`config.mk`:
```
export PLATFORM = sky130hd
export DESIGN_NAME = enmm_delta_unit
export DESIGN_NICKNAME = d
export VERILOG_FILES = /design/src/rtl/enmm_pkg.sv /design/src/rtl/enmm_delta_unit.sv
export SDC_FILE = /design/constraint.sdc
export NUM_CORES = 1
export LEC_CHECK = 0
export ABC_AREA = 1
export BUFFER_PORTS_ARGS = -buffer_cell sky130_fd_sc_hd__clkbuf_2
export CAP_MARGIN = 10
export CORE_MARGIN = 2
export CORE_UTILIZATION = 45
export DETAILED_ROUTE_END_ITERATION = 7
export GPL_TIMING_DRIVEN = 0
export PLACE_DENSITY = 0.79
export SLEW_MARGIN = 20
export SYNTH_ARGS = -nofsm -noshare
export SYNTH_HDL_FRONTEND = slang
export SYNTH_SLANG_ARGS = --single-unit
```
`constraint.sdc`:
```
create_clock -name vclk -period 5.5
set_input_delay 0.275 -clock vclk [all_inputs]
set_output_delay 0.275 -clock vclk [all_outputs]
set_load 0.05 [all_outputs]
```
`src/rtl/enmm_pkg.sv`:
```
// shared types, constants and helper functions for the neighbor match mask core
package enmm_pkg;

	localparam int IMG_WIDTH = 128;
	localparam int IMG_HEIGHT = 128;
	localparam int COORD_W = 7;
	localparam int TIME_W = 32;
	localparam int DELTA_W = TIME_W + 1;
	localparam int WIN_W = 16;
	localparam logic [WIN_W-1:0] WINDOW_RESET = 16'd1000;

	localparam int PIX_DEPTH = 2 * IMG_WIDTH * IMG_HEIGHT;
	localparam int PIX_AW = $clog2(PIX_DEPTH);

	localparam int NB_COUNT = 8;
	localparam int MASK_W = NB_COUNT;
	localparam int HIST_DEPTH = 1 << MASK_W;
	localparam int HIST_AW = MASK_W;

	// signed neighbor coordinate, wide enough for the largest image edge plus sign
	localparam int NB_W = 12;

	typedef struct packed {
		logic rd;
		logic wr_time;
		logic wr_flag;
		logic flag_data;
		logic [PIX_AW-1:0] addr;
		logic [TIME_W-1:0] time_data;
	} pix_req_t;

	typedef struct packed {
		logic rd;
		logic wr;
		logic [HIST_AW-1:0] addr;
		logic [TIME_W-1:0] wdata;
	} hist_req_t;

	typedef struct packed {
		logic signed [1:0] dx;
		logic signed [1:0] dy;
	} nb_offset_t;

	// scan order: dx outer, dy inner, centre skipped
	function automatic nb_offset_t nb_offset(input logic [2:0] pos);
		nb_offset_t o;
		case (pos)
			3'd0: o = '{dx: -2'sd1, dy: -2'sd1};
			3'd1: o = '{dx: -2'sd1, dy: 2'sd0};
			3'd2: o = '{dx: -2'sd1, dy: 2'sd1};
			3'd3: o = '{dx: 2'sd0, dy: -2'sd1};
			3'd4: o = '{dx: 2'sd0, dy: 2'sd1};
			3'd5: o = '{dx: 2'sd1, dy: -2'sd1};
			3'd6: o = '{dx: 2'sd1, dy: 2'sd0};
			default: o = '{dx: 2'sd1, dy: 2'sd1};
		endcase
		return o;
	endfunction

	// store address of one pixel and polarity
	function automatic logic [PIX_AW-1:0] cell_of(input logic [COORD_W-1:0] x,
		input logic [COORD_W-1:0] y, input logic pol);
		return PIX_AW'((int'(y) * IMG_WIDTH + int'(x)) * 2 + int'(pol));
	endfunction

endpackage

```
`src/rtl/enmm_delta_unit.sv`:
```
// shared time difference and running minimum compare
module enmm_delta_unit import enmm_pkg::*; (
	input logic [TIME_W-1:0] ts,
	input logic [TIME_W-1:0] stored,
	input logic signed [DELTA_W-1:0] cur_min,
	output logic signed [DELTA_W-1:0] delta,
	output logic lower
);

	assign delta = $signed({1'b0, ts} - {1'b0, stored});
	assign lower = delta < cur_min;

endmodule

```
Word level (Yosys, flattened, before mapping)

Index checks and enable logic that the tools add are counted.

$lt $le $gt $ge: 1
Add/sub/neg operators: 1

Operators by type and width:

| cell           | count |
|---|---|
| $lt 33x33->1   | 1 |
| $sub 32x32->33 | 1 |

Bits of input ports: 97
Register bits after elaboration: 0
Word-level logic and storage cells: 2
Output and inout port bits: 34

Depth between registers and ports, before layout

Gate-level depths: netlist of run 1.

Word-level depth: 2
Gate-level depth with buffers: 24
Gate-level depth less buffers: 24

Least setup slack after synthesis of run 1

Ideal clock, no wire load.

Path type: input to output
Start point: input port ts[0]
End point: output port lower
Path buffers: 0
Data required time: 5.225 ns
Setup slack: 1.712 ns
Data arrival time: 3.513 ns
Cell stages on the path: 18
Cell sequence: inv_1 -> ha_1 -> inv_1 -> fa_1 -> nand3_1 -> nand2_2 -> nand2_1 -> nand2_2 -> nand3_1 -> nand3_1 -> a21oi_1 -> ha_1 -> a21o_1 -> nor2_1 -> nand2_1 -> a21oi_1 -> nand4_1 -> nand2_1

Cells in the longest elaborated chain, start to end: 2

Ends and longest elaborated chain:

| element        | line                  | text |
|---|---|---|
| from (decl)    | enmm_delta_unit.sv:3  | `input logic [TIME_W-1:0] ts,` |
| $sub 32x32->33 | enmm_delta_unit.sv:10 | `assign delta = $signed({1'b0, ts} - {1'b0, stored});` |
| net delta[32]  | enmm_delta_unit.sv:6  | `output logic signed [DELTA_W-1:0] delta,` |
| $lt 33x33->1   | enmm_delta_unit.sv:11 | `assign lower = delta < cur_min;` |
| to (decl)      | enmm_delta_unit.sv:7  | `output logic lower` |

The timed path passes the listed nets, and every way through them passes these cells.

Final worst setup path of run 1

Start point: input port ts[0]
End point: output port lower

Cells in the longest elaborated chain, start to end: 2

Ends and longest elaborated chain:

| element        | line |
|---|---|
| $sub 32x32->33 | enmm_delta_unit.sv:10 |
| $lt 33x33->1   | enmm_delta_unit.sv:11 |

No other way between the ends.

==> results.yml, run 1 <==
run_status:
  status: "finished clean"
synthesis:
  postSynthCellCount: 598
  synth_top_family_by_area: "simple AND/OR/NAND/NOR gates"
  yosys-mux-area-fraction: 0
  synth_adder_area_share: 0.262
  ys_types: 24
  syn_avg_cell_area_um2: 5.23
  ys_seq_area_frac: 0
  yosys_warnings: 0
  synthSimpleGateAreaFrac: 0.383
  synth-xor-area-share: 0.0420
  synth-compound-area-share: 0.135
  synth_nets: 760
  synth_area_um2: 3130
route:
  first_pass_iters: 5
  initialDrtViolationCount: 193
  drtAntennaViolNets: 0
  vias_per_cell: 4.83
  drc_errors: 0
  wl_mm: 9.20
  vias: 3904
  wl_per_cell_um: 11.4
global_route:
  grt_remaining_overflow: 0
  grt_first_pass_wirelength_mm: 15.1
  grt_pass1_vias: 3432
  antenna_found_initial: 0
  grt_max_degree: 6
  grtUsageTotal: 0.240
placed_design:
  place_ws_ns: 1.95
  dpl.hpwl_mm: 8.54
  io_buffers: 131
  gp_congestion: 0.930
job:
  maxCapViolations: 0
worst_setup_path:
  cp.depth: 22
  critPathArrivalTime_ns: 3.27
  cp_cell_sequence: "clkbuf_2, inv_1, ha_1, inv_1, fa_1, nand3_1, nand2_2, nand2_1, nand2_2, nand3_1, nand3_1, a21oi_1, ha_1, nand2_1, nor2_1, nand4_1, nor2_1, nand3_1, nand3_1, nand2_1, nand2_1, clkbuf_2"
  critPathTopFamily: "simple AND/OR/NAND/NOR gates"
  crit_path_frequent_cell: "nand3_1"
  crit_buf_inv: 4
  crit_type: "in -> out"
  cp-end-kind: "output pin"
  worstSetupStartpointType: "input pin"
  slowest_stage: "fa_1"
  critical_path_required_ns: 5.22
  max_stage_delay_ns: 0.42
  path_max_fanout: 4
cells_and_area:
  nClkBuffers: 0
  fin_util: 0.575
  area_growth_pct: 24.1
  final_nets: 893
  seq_cells: 0
  final_common_cell: "nand2_1"
  fillers: 710
  drive_gt1_frac: 0.204
  seqCellArea_um2: 0
  layout_common_cells: "181 x nand2_1, 148 x inv_1, 131 x clkbuf_2, 64 x ha_1, 56 x nor2_1"
  diodes: 0
clocking:
  cts-hold-fix-buffers: 0
  cts_setup_buffers: 0
  cts_resized: 0
timing:
  max_freq_ghz: 0.282
  setup_slack_ns: 1.96
  hold-worst-slack_ns: 1.03
  slew_violations: 0
  min_period_over_period: 0.644
  slew_headroom: 0.770
  tightestPinTransition_ns: 0.343
  finalHoldViolations: 0
  setup_viol_count_final: 0
  min_period_ns: 3.54
  rsz0062_at_grt: "no"
  fin_tns_setup_ns: 0
pwr:
  comb_power_share: 1.000
  p_sw_uw: 463
  leakagePower_nw: 2.68
  ir_drop_uv: 72.5
  p_int_uw: 194
  pwr-share-seq: 0
  p_sw_frac: 0.704
  powerDensity_nw_per_um2: 169
  clock_power_share: 0
floorplan:
  die_y_um: 87.4
  row_count: 30
  start_util: 0.463
  die_x_um: 87.4
  die_area_um2: 7640
  ioPinCount: 131
  core_area_um2: 6760
min_path:
  worstHoldPathCells: 4
  hp-class: "in -> out"
layer usage:
layer,GRT usage,routed length [um]
met1,0.354,4520
met2,0.408,4240
met3,0.00474,397
met4,0.0126,42
met5,0,0
Yosys cell counts, drive strengths merged, types with 2 or more instances:
cell type	number	area, um^2
nand2	193	754
inv	148	556
ha	64	801
nor2	57	216
a21oi	49	253
nand3	26	135
o21ai	24	120
xor2	14	123
nand4	7	43.8
a21o	4	30.0
nor3	4	25.0
and2	2	12.5
cell type report:
cell class                 instances  area [um^2]  area share
tap                               80          100      0.0258
timing repair buffer             131          656       0.169
inverter                         148          556       0.143
multi-input combinational        450         2570       0.663
cells by family (layout without fill, tap and decap cells):
logic type | Yosys count | after routing
buf+inv | 148 | 279
fa+ha+maj | 65 | 65
simple gates | 290 | 290
compound gates | 80 | 80
xor+xnor | 15 | 15
worst min-delay path: stages:
cell and delay (ns):
clkbuf_2 0.08, ha_1 0.13, inv_1 0.04, clkbuf_2 0.22
power groups by stage:
| stage | registers, mW | clock network, mW | logic, mW |
|---|---|---|---|
| 2_1_floorplan | 0 | 0 | 0.484 |
| 3_3_place_gp | 0 | 0 | 0.640 |
| 3_5_place_dp | 0 | 0 | 0.654 |
| 4_1_cts | 0 | 0 | 0.656 |
| 5_1_grt | 0 | 0 | 0.726 |
| 6_report | 0 | 0 | 0.658 |
worst paths after layout:
check	startpoint	endpoint	slack, ns
max	ts[0]	lower	1.96
min	stored[0]	delta[0]	1.03
stage by stage:
stage | cell area, um^2 | total power [mW] | instances
after floorplan | 3130 | 0.484 | 598
after global placement | 3890 | 0.640 | 809
after detailed placement | 3890 | 0.654 | 809
after CTS | 3890 | 0.656 | 809
after global routing | 3890 | 0.726 | 809
final | 3890 | 0.658 | 809
Note: power is estimated with default switching activity, not from simulation.
==> inputs of run 2 (changes only) <==
==> constraint.sdc (replaced) <==
create_clock -name vclk -period 3.5
set_input_delay 0.175 -clock vclk [all_inputs]
set_output_delay 0.175 -clock vclk [all_outputs]
set_load 0.05 [all_outputs]
==> run 2 against run 1 <==
Against the previous run:
- setup slack worse by 1.6 ns
- routed wire length increased by 1.1%
- flip-flop and latch count did not move
- largest power group unchanged
- first-iteration DRC count decreased by 0.52%
- clock-buffer cell count unchanged
- combinational power increased by 57%
- non-clock buffer count is the same
- critical path depth is 3 higher
- largest cell class unchanged
- final area is 0.39% higher
- power rose by 57%
- highest routed layer unchanged
- worst hold slack worse by 0.22 ns
==> results.yml, run 2 (synthesis results as in run 1) <==
run_status:
  status: "finished clean"
cells_and_area:
  diodes: 0
  seq_cells: 0
  multi_input_area_um2: 2590
  final_area_um2: 3900
  area_growth_pct: 24.6
  fin_util: 0.577
  nClkBuffers: 0
  fillers: 695
  stdcell_count: 809
  layout_common_cells: "181 x nand2_1, 148 x inv_1, 130 x clkbuf_2, 64 x ha_1, 55 x nor2_1"
  final_common_cell: "nand2_1"
  final_nets: 893
  drive_gt1_frac: 0.210
  seqCellArea_um2: 0
floorplan:
  core_area_um2: 6760
  start_util: 0.463
  die_area_um2: 7640
  ioPinCount: 131
  die_y_um: 87.4
  row_count: 30
  die_x_um: 87.4
worst_setup_path:
  crit_path_frequent_cell: "nand2_1"
  crit_type: "in -> out"
  path_max_fanout: 4
  slowest_stage: "fa_2"
  critPathArrivalTime_ns: 3.01
  cp.depth: 25
  max_stage_delay_ns: 0.37
  critPathTopFamily: "simple AND/OR/NAND/NOR gates"
  crit_buf_inv: 4
  worstSetupStartpointType: "input pin"
  critical_path_required_ns: 3.32
  cp-end-kind: "output pin"
clocking:
  cts_resized: 0
  cts_setup_buffers: 0
  cts-hold-fix-buffers: 0
timing:
  hold-worst-slack_ns: 0.812
  max_freq_ghz: 0.314
  fin_tns_setup_ns: 0
  slew_violations: 0
  setup_viol_count_final: 0
  tightestPinTransition_ns: 0.337
  min_period_ns: 3.18
  slew_headroom: 0.775
  finalHoldViolations: 0
  rsz0062_at_grt: "no"
  min_period_over_period: 0.909
route:
  drc_errors: 0
  vias_per_cell: 4.86
  drtAntennaViolNets: 0
  vias: 3935
  wl_per_cell_um: 11.5
  wl_mm: 9.30
  first_pass_iters: 5
  initialDrtViolationCount: 192
pwr:
  leakagePower_nw: 2.68
  powerDensity_nw_per_um2: 265
  ir_drop_uv: 106
min_path:
  hold_start: "stored[0]"
  hp-class: "in -> out"
  hold_end: "delta[0]"
  worstHoldPathCells: 4
global_route:
  grt_pass1_vias: 3596
  grt_first_pass_wirelength_mm: 15.4
  antenna_found_initial: 0
  grtUsageTotal: 0.245
  grt_max_degree: 6
  grt_remaining_overflow: 0
placed_design:
  io_buffers: 131
  gp_congestion: 0.909
  dp.cells: 809
  dpl.hpwl_mm: 8.59
  dpl_cell_area_um2: 3890
job:
  maxCapViolations: 0
[run 2: changes by cell type in the layout (fill, tap and decap cells not counted)]
| cell | before | now |
|---|---|---|
| a21oi_2 | 2 | 4 |
| a21oi_1 | 47 | 45 |
| clkbuf_2 | 131 | 130 |
| fa_2 | 0 | 1 |
| buf_4 | 0 | 1 |
| fa_1 | 1 | 0 |
| nor2_2 | 1 | 2 |
| nor2_1 | 56 | 55 |
[run 2: area by class of cell]
cell class,count,share of cell area
multi-input cells,450,0.663
repair buffers,131,0.169
inverters,148,0.142
well taps,80,0.0257
[run 2: power breakdown]
| group | leakage (nW) | internal [mW] | switching, mW |
|---|---|---|---|
| registers | 0 | 0 | 0 |
| logic | 2.68 | 0.309 | 0.725 |
| clock network | 0 | 0 | 0 |
| total | 2.68 | 0.309 | 0.725 |
[run 2: per-layer routing]
metal,track usage,vias to the layer above,part of all wire
li1,-,2111,-
met1,0.337,1713,0.47
met2,0.431,105,0.47
met3,0.0133,6,0.050
met4,0.0308,0,0.0073
met5,0,-,0
[run 2: worst max path at each step]
| stage | slack (ns) | from | to |
|---|---|---|---|
| CTS | 0.13 | ts[0] | lower |
| finish | 0.32 | ts[0] | lower |
| floorplan | 0.04 | ts[0] | lower |
| detailed placement | 0.15 | ts[0] | lower |
| global route | 0.04 | stored[5] | lower |
| global placement | 0.24 | ts[0] | lower |
[run 2: per-stage QoR]
stage / setup WS, ns / power [mW]
2_1_floorplan: 0.0361 / 0.762
3_3_place_gp: 0.244 / 1.00
3_5_place_dp: 0.146 / 1.02
4_1_cts: 0.132 / 1.03
5_1_grt: 0.0443 / 1.15
6_report: 0.317 / 1.03
